### config.mk
export PLATFORM = sky130hd
export DESIGN_NAME = dsc_div
export DESIGN_NICKNAME = d
export VERILOG_FILES = /design/src/rtl/core/dsc_pkg.sv /design/src/rtl/core/dsc_div.sv
export SDC_FILE = /design/constraint.sdc
export NUM_CORES = 1
export LEC_CHECK = 0
export BUFFER_PORTS_ARGS = -buffer_cell sky130_fd_sc_hd__buf_4
export CAP_MARGIN = 20
export CELL_PAD_IN_SITES_DETAIL_PLACEMENT = 1
export CELL_PAD_IN_SITES_GLOBAL_PLACEMENT = 2
export CORE_MARGIN = 3
export CORE_UTILIZATION = 41
export CTS_BUF_LIST = sky130_fd_sc_hd__clkbuf_8
export CTS_CLUSTER_DIAMETER = 30
export DETAILED_ROUTE_END_ITERATION = 10
export HOLD_SLACK_MARGIN = 0.06
export PLACE_DENSITY_LB_ADDON = 0.12
export SLEW_MARGIN = 10
export SYNTH_ARGS = -nofsm -noshare
export SYNTH_HDL_FRONTEND = slang
export SYNTH_SLANG_ARGS = --single-unit
### constraint.sdc
create_clock -name clk -period 16.4 [get_ports clk]
set_clock_uncertainty 0.15 [all_clocks]
set_input_delay 4.92 -clock clk [delete_from_list [all_inputs] [get_ports clk]]
set_output_delay 4.92 -clock clk [all_outputs]
set_load 0.03 [all_outputs]
### src/rtl/core/dsc_pkg.sv
`timescale 1ns / 1ps
// Package for the digitizer sample calibration core: sizes, codes and state types.
// Used by every module of the core; depends on nothing.
package dsc_pkg;

  // Store dimensions.
  localparam int BINS            = 128;
  localparam int CHANNELS        = 4;
  localparam int CHIPS           = 2;
  localparam int BASELINE_POINTS = 16;

  localparam int NCC      = CHIPS * CHANNELS;
  localparam int CC_W     = $clog2(NCC);
  localparam int FIT_DEPTH = NCC * BINS;
  localparam int FIT_AW   = $clog2(FIT_DEPTH);
  localparam int BL_DEPTH = NCC * BASELINE_POINTS;
  localparam int BL_AW    = $clog2(BL_DEPTH);
  localparam int PT_CNT_W = $clog2(BASELINE_POINTS + 1);

  // Divider operand widths.
  localparam int DIV_NUM_W = 66;
  localparam int DIV_DEN_W = 33;
  localparam int DIV_CNT_W = $clog2(DIV_NUM_W + 1);

  typedef enum logic [2:0] {
    ACT_LOAD_FIT  = 3'd0,
    ACT_LOAD_BL   = 3'd1,
    ACT_LOAD_GAIN = 3'd2,
    ACT_TO_VOLTS  = 3'd3,
    ACT_TO_COUNT  = 3'd4
  } action_t;

  typedef enum logic [2:0] {
    ST_OK     = 3'd0,
    ST_NOFIT  = 3'd1,
    ST_RANGE  = 3'd2,
    ST_NOGAIN = 3'd3,
    ST_ZERO   = 3'd4
  } status_t;

  typedef enum logic [3:0] {
    S_IDLE,
    S_LOAD,
    S_FIT_RD,
    S_FIT_CHK,
    S_BL_RD,
    S_BL_CHK,
    S_BL_END,
    S_BL_MUL,
    S_BL_DIV,
    S_BL_WAIT,
    S_CHK2,
    S_MUL,
    S_NUM,
    S_WAIT,
    S_OUT
  } state_t;

endpackage

### src/rtl/core/dsc_div.sv
`timescale 1ns / 1ps
// Serial signed divider: rounds to nearest with ties away from zero and saturates to 32 bits.
// Depends on dsc_pkg for operand widths.
module dsc_div import dsc_pkg::*; (
  input  logic                        clk,
  input  logic                        rst,
  input  logic                        start,
  input  logic signed [DIV_NUM_W-1:0] num,
  input  logic signed [DIV_DEN_W-1:0] den,
  output logic                        done,
  output logic signed [31:0]          quo
);

  logic                  busy;
  logic [DIV_CNT_W-1:0]  cnt;
  logic [DIV_DEN_W:0]    rem;
  logic [DIV_NUM_W-1:0]  dq;
  logic [DIV_DEN_W-1:0]  ud;
  logic                  neg;

  logic [DIV_NUM_W-1:0]  un;
  logic [DIV_DEN_W-1:0]  ud_in;
  logic [DIV_DEN_W:0]    sh;
  logic                  qbit;

  // Operand magnitudes.
  assign un    = num[DIV_NUM_W-1] ? DIV_NUM_W'(-num) : DIV_NUM_W'(num);
  assign ud_in = den[DIV_DEN_W-1] ? DIV_DEN_W'(-den) : DIV_DEN_W'(den);

  // One restoring step.
  assign sh   = {rem[DIV_DEN_W-1:0], dq[DIV_NUM_W-1]};
  assign qbit = (sh >= {1'b0, ud});

  always_ff @(posedge clk) begin
    if (rst) begin
      busy <= 1'b0;
      done <= 1'b0;
      cnt  <= '0;
    end else begin
      done <= 1'b0;
      if (start) begin
        busy <= 1'b1;
        cnt  <= DIV_CNT_W'(DIV_NUM_W);
      end else if (busy) begin
        cnt <= cnt - 1'b1;
        if (cnt == DIV_CNT_W'(1)) begin
          busy <= 1'b0;
          done <= 1'b1;
        end
      end
    end
  end

  // Datapath: the dividend carries half the divisor for rounding.
  always_ff @(posedge clk) begin
    if (start) begin
      neg <= num[DIV_NUM_W-1] ^ den[DIV_DEN_W-1];
      ud  <= ud_in;
      dq  <= un + DIV_NUM_W'(ud_in >> 1);
      rem <= '0;
    end else if (busy) begin
      rem <= qbit ? (sh - {1'b0, ud}) : sh;
      dq  <= {dq[DIV_NUM_W-2:0], qbit};
    end
  end

  // Saturate the quotient to the signed 32-bit range.
  always_comb begin
    if (neg) begin
      if (dq > DIV_NUM_W'(33'h080000000)) quo = 32'sh80000000;
      else quo = -$signed(dq[31:0]);
    end else begin
      if (dq > DIV_NUM_W'(32'h7fffffff)) quo = 32'sh7fffffff;
      else quo = $signed(dq[31:0]);
    end
  end

endmodule

=== Yosys cells after proc, flatten, opt, wreduce, memory -nomap -nowiden ===
Cells that the tools add are included.

* Register bits after elaboration: 142
* Latch bits: 0
* Bits in writable memories: 0
* Bits in read-only memories: 0
* Input port bits: 102
* Output and inout bits: 33
* Logic and storage cells: 37
* Memories kept: 0

* Add/subtract/negate cells: 6
* Multiply operators: 0
* Div/mod/pow operators: 0
* Magnitude comparators: 3
* Equal/unequal tests: 1
* Shift-type cells: 0
* Multiplexer cells: 14
* Bitwise gates (word level): 2
* Reductions and logical operators: 3

{| class="wikitable"
|+ Operator list
! operator !! number
|-
| $mux 66 || 3
|-
| $mux 32 || 3
|-
| $add 66x32->66 || 1
|-
| $gt 66x31->1 const B || 1
|-
| $gt 66x32->1 const B || 1
|-
| $mux 33 || 2
|-
| $neg 66->66 || 1
|-
| $ge 34x33->1 || 1
|-
| $neg 33->33 || 1
|-
| $sub 33x33->33 || 1
|-
| $neg 32->32 || 1
|-
| $mux 7 || 2
|-
| $eq 7x1->1 const B || 1
|-
| $sub 7x1->7 const B || 1
|-
| $mux 1 || 4
|-
| $reduce_or 3->1 || 1
|-
| $reduce_bool 2->1 || 1
|-
| $reduce_or 2->1 || 1
|-
| $not 1->1 || 1
|-
| $xor 1x1->1 || 1
|}

=== Longest topological paths before layout ===
* Depth in word-level cells: 4
* Gate-level depth with buffers: 22
* Mapped depth without buffers: 19

=== Least setup slack after synthesis ===
Ideal clock, no wire load.

* Path kind: input -> register
* From: input port den[11]
* To: register dq[59], data pin
* Setup time: 0.260 ns
* Data arrival time: 9.408 ns
* Required time: 15.990 ns
* Slack: 6.583 ns
* Stages on the path: 19
* Buffers on the path: 2
* Cells stage by stage: or4_1 > or3_1 > or3_1 > o41ai_1 > nand2_1 > nand2_1 > xnor2_1 > ha_1 > clkbuf_1 > nand4_1 > nor3_1 > and4_1 > a31o_2 > a21oi_1 > a2111oi_4 > buf_6 > nand4_1 > xor2_1 > mux2_2

* Longest elaborated chain between the ends: 4

{| class="wikitable"
|+ Ends and longest elaborated chain
! what !! line !! text
|-
| from (decl) || dsc_div.sv:9 || <nowiki>input logic signed [DIV_DEN_W-1:0] den,</nowiki>
|-
| $neg 33->33 || dsc_div.sv:28 || <nowiki>assign ud_in = den[DIV_DEN_W-1] ? DIV_DEN_W'(-den) : DIV_DEN_W'(den);</nowiki>
|-
| $mux 33 || dsc_div.sv:28 ||
|-
| named net ud_in[25] || dsc_div.sv:22 || <nowiki>logic [DIV_DEN_W-1:0] ud_in;</nowiki>
|-
| $add 66x32->66 || dsc_div.sv:59 || <nowiki>dq <= un + DIV_NUM_W'(ud_in >> 1);</nowiki>
|-
| $mux 66 || dsc_div.sv:56 || <nowiki>if (start) begin</nowiki>
|-
| to (signal assigned) || dsc_div.sv:59 ||
|-
| to (signal assigned) || dsc_div.sv:63 || <nowiki>dq <= {dq[DIV_NUM_W-2:0], qbit};</nowiki>
|-
| to (decl) || dsc_div.sv:17 || <nowiki>logic [DIV_NUM_W-1:0] dq;</nowiki>
|}

The timed path passes the listed nets, and every way through them passes these cells.
A chain may end at the register's enable or synchronous reset.

=== Worst setup path in the final report ===
* From: register dq[0]
* To: output port quo[4]

* Longest elaborated chain between the ends: 3
* Elaborated cells on any way between the ends: 6
* Those cells by class: add/sub: 1; order compare: 2; mux: 3

{| class="wikitable"
|+ Ends and longest elaborated chain
! what !! line !! text
|-
| $gt 66x31->1, or another cell as far along || dsc_div.sv:73 || <nowiki>if (dq > DIV_NUM_W'(32'h7fffffff)) quo = 32'sh7fffffff;</nowiki>
|-
| $mux 32 (on tied branches) || dsc_div.sv:73, dsc_div.sv:70 ||
|-
| $mux 32 * || dsc_div.sv:69 || <nowiki>if (neg) begin</nowiki>
|-
| to (decl) || dsc_div.sv:11 || <nowiki>output logic signed [31:0] quo</nowiki>
|}

Mark *: on every way between the ends. The rest lies on a longest branch, timed or not.

==> results.toml <==
[detailed_routing]
ant_nets = 0
viasPerCell = 6.06
wl_per_cell_microns = 21.9
drt_iter0_drc = 866
drc = 0
routed_wl_microns = 47100
vias = 13000
dr.pass1.iters = 5

[global_routing]
grt_max_degree = 71
grt_pass1_wl_microns = 73900
antenna_found_initial = 1
grt_pass1_vias = 13000
grt_overflow = 0
grt.total_usage = 0.261

[yosys]
syn_inst = 1609
yosysTopAreaCellShare = 0.220
synth.area.top_cells = "edfxtp_1, xnor2_1, ha_1"
yosysWarnings = 0
synth.distinct_cells = 95
synthesis.area_sq_um = 13700
seq_area_frac_synth = 0.281
ys_ff_latch = 142
syn_nets = 1781
async_flop_share = 0
synth_enable_flop_cells = 100
synth_top_area_cell = "edfxtp_1"
synth_ff_type = "edfxtp_1"
avgSynthCellArea_sq_um = 8.49

[die]
core_area_sq_um = 32700
io_pins = 135
rows = 66
die_w_microns = 188
die_height_microns = 188
dieArea_sq_um = 35500
initial_utilization = 0.418

[sta]
finalSetupViolCount = 0
setup_tns_ns = 0
slew_viol_final = 0
tightest_slew_ns = 1.04
setup_ws_ns = 5.57
fin_crit_sh = 0.660
max_freq_ghz = 0.0923
rsz0062_at_grt = "false"
hold_ws_ns = 0.352
finalHoldViolations = 0
period_needed_ns = 10.83
slew_headroom = 0.303

[clock_tree]
htreeDepth = 4
clk_pin_slew_ns = 0.10
cts_setup_buffers = 0
clk_path_buf_depth = 2
cts.root.buffer_cell = "clkbuf_8"
cts_buffers = 17
postCtsHoldBufs = 0
clk_latency_ns = 0.48
cts_sinks = 142
cts_resized = 0
cts_tree = "yes"

[setup_path]
end_kind = "output port"
crit_required_ns = 11.33
crit_family = "simple AND/OR/NAND/NOR gates"
crit_fanout = 25
path_buf_inv = 3
crit_slowest_cell = "o311ai_0"
cp-start-kind = "register"
reg2regPathDepth = 15
cp.depth = 12
path_class = "reg2out"
critical_path_arrival_ns = 5.76
crit_chain = "inv_1, ha_1, or4b_2, nor4_1, nand4_1, nor4_2, nand3_1, o41ai_2, buf_4, nand3_1, o311ai_0, buf_4"
slowest_delay_ns = 0.75

[place]
numPortBuffers = 134
place_worst_setup_slack_ns = 5.46
gp_congestion = 0.903
hpwl_microns = 36700

[power]
power_frac_comb = 0.410
power_density_nw_per_um2 = 89.8
p_seq_frac = 0.366
p_int_uw = 842
p_leak_nw = 5.92
power.switching_uw = 544
p_total_mw = 1.39
ir_worst_vdd_v = 0.0000512
p_sw_frac = 0.393
clock_power_share = 0.224

[job]
drv_cap = 0

[finish]
synthToLayoutAreaGrowth_pct = 13.0
final_cell_mix = "nand2_1, buf_4, xnor2_1"
fin_nets = 1866
drive_gt1_frac = 0.166
layout_commonest_cell = "nand2_1"
n_antenna_cell = 0

[worst_hold_path]
hold_depth = 2
min_path_type = "reg2reg"

[status]
outcome = "finished, final reports clean"
[Yosys cell counts, types with 40 or more instances]
| cell type | n |
|---|---|
| a21oi_1 | 92 |
| clkbuf_1 | 68 |
| dfxtp_1 | 42 |
| edfxtp_1 | 100 |
| ha_1 | 68 |
| inv_1 | 75 |
| mux2_2 | 44 |
| nand2_1 | 149 |
| nor2_1 | 117 |
| nor3_1 | 47 |
| o21ai_0 | 86 |
| o31ai_1 | 40 |
| xnor2_1 | 118 |
| xor2_1 | 52 |
[per-stage QoR]
step / utilization / instance area, sq um / std cells
2_1_floorplan: - / 13700 / 1609
3_3_place_gp: 0.459 / 15000 / 2116
4_1_cts: 0.471 / 15400 / 2147
5_1_grt: 0.472 / 15400 / 2148
3_5_place_dp: 0.459 / 15000 / 2116
6_report: 0.472 / 15400 / 2148
[layer usage]
| layer | wire length, microns | vias to the layer above | GRT usage |
|---|---|---|---|
| li1 | - | 6211 | - |
| met1 | 22700 | 6414 | 0.376 |
| met2 | 21200 | 345 | 0.418 |
| met3 | 2380 | 42 | 0.0342 |
| met4 | 832 | 0 | 0.0596 |
| met5 | 0 | - | 0 |
[registers in the layout, summed over array words and instances, names as in the netlist]
| register | flops |
|---|---|
| dq | 66 |
| rem | 33 |
| ud | 33 |
| cnt | 7 |
| busy | 1 |
| done | 1 |
| neg | 1 |
[final timing paths]
check | start | to | slack [ns]
worst max-delay path | dq[0] | quo[4] | 5.57
worst min-delay path | rem[28] | rem[28] | 0.35
worst max register to register | dq[65] | rem[17] | 11.82
worst min register to register | rem[28] | rem[28] | 0.35
[power by group through the flow]
stage                     clock, mW  sequential [mW]  combinational [mW]
after floorplan                   0            0.489               0.392
after global placement            0            0.513               0.547
after global routing          0.333            0.514               0.624
after detailed placement          0            0.514               0.560
final                         0.310            0.507               0.568
after CTS                     0.319            0.506               0.564
[worst min-delay path: cells and delay by family, from the launching register on]
kind | cells | cell delay (ns)
flops | 1 | 0.33
simple gates | 2 | 0.13
[cell type report]
cell class	count	area, sq um
fillers	3949	17300
clock inverters	14	181
repair buffers	147	1110
well taps	442	553
flip-flops and latches	142	3840
clock buffers	17	234
multi-input cells	1311	9230
inverters	75	282
[cells by family after synthesis]
family / synth area share
buffers and inverters: 0.0443
XOR/XNOR: 0.111
AO/OA/AOI/OAI: 0.242
AND/OR/NAND/NOR: 0.213
flip-flops: 0.281
adder cells (fa/ha/maj): 0.0652
multiplexers: 0.0429
No activity file was read; power rests on OpenSTA's default activity.
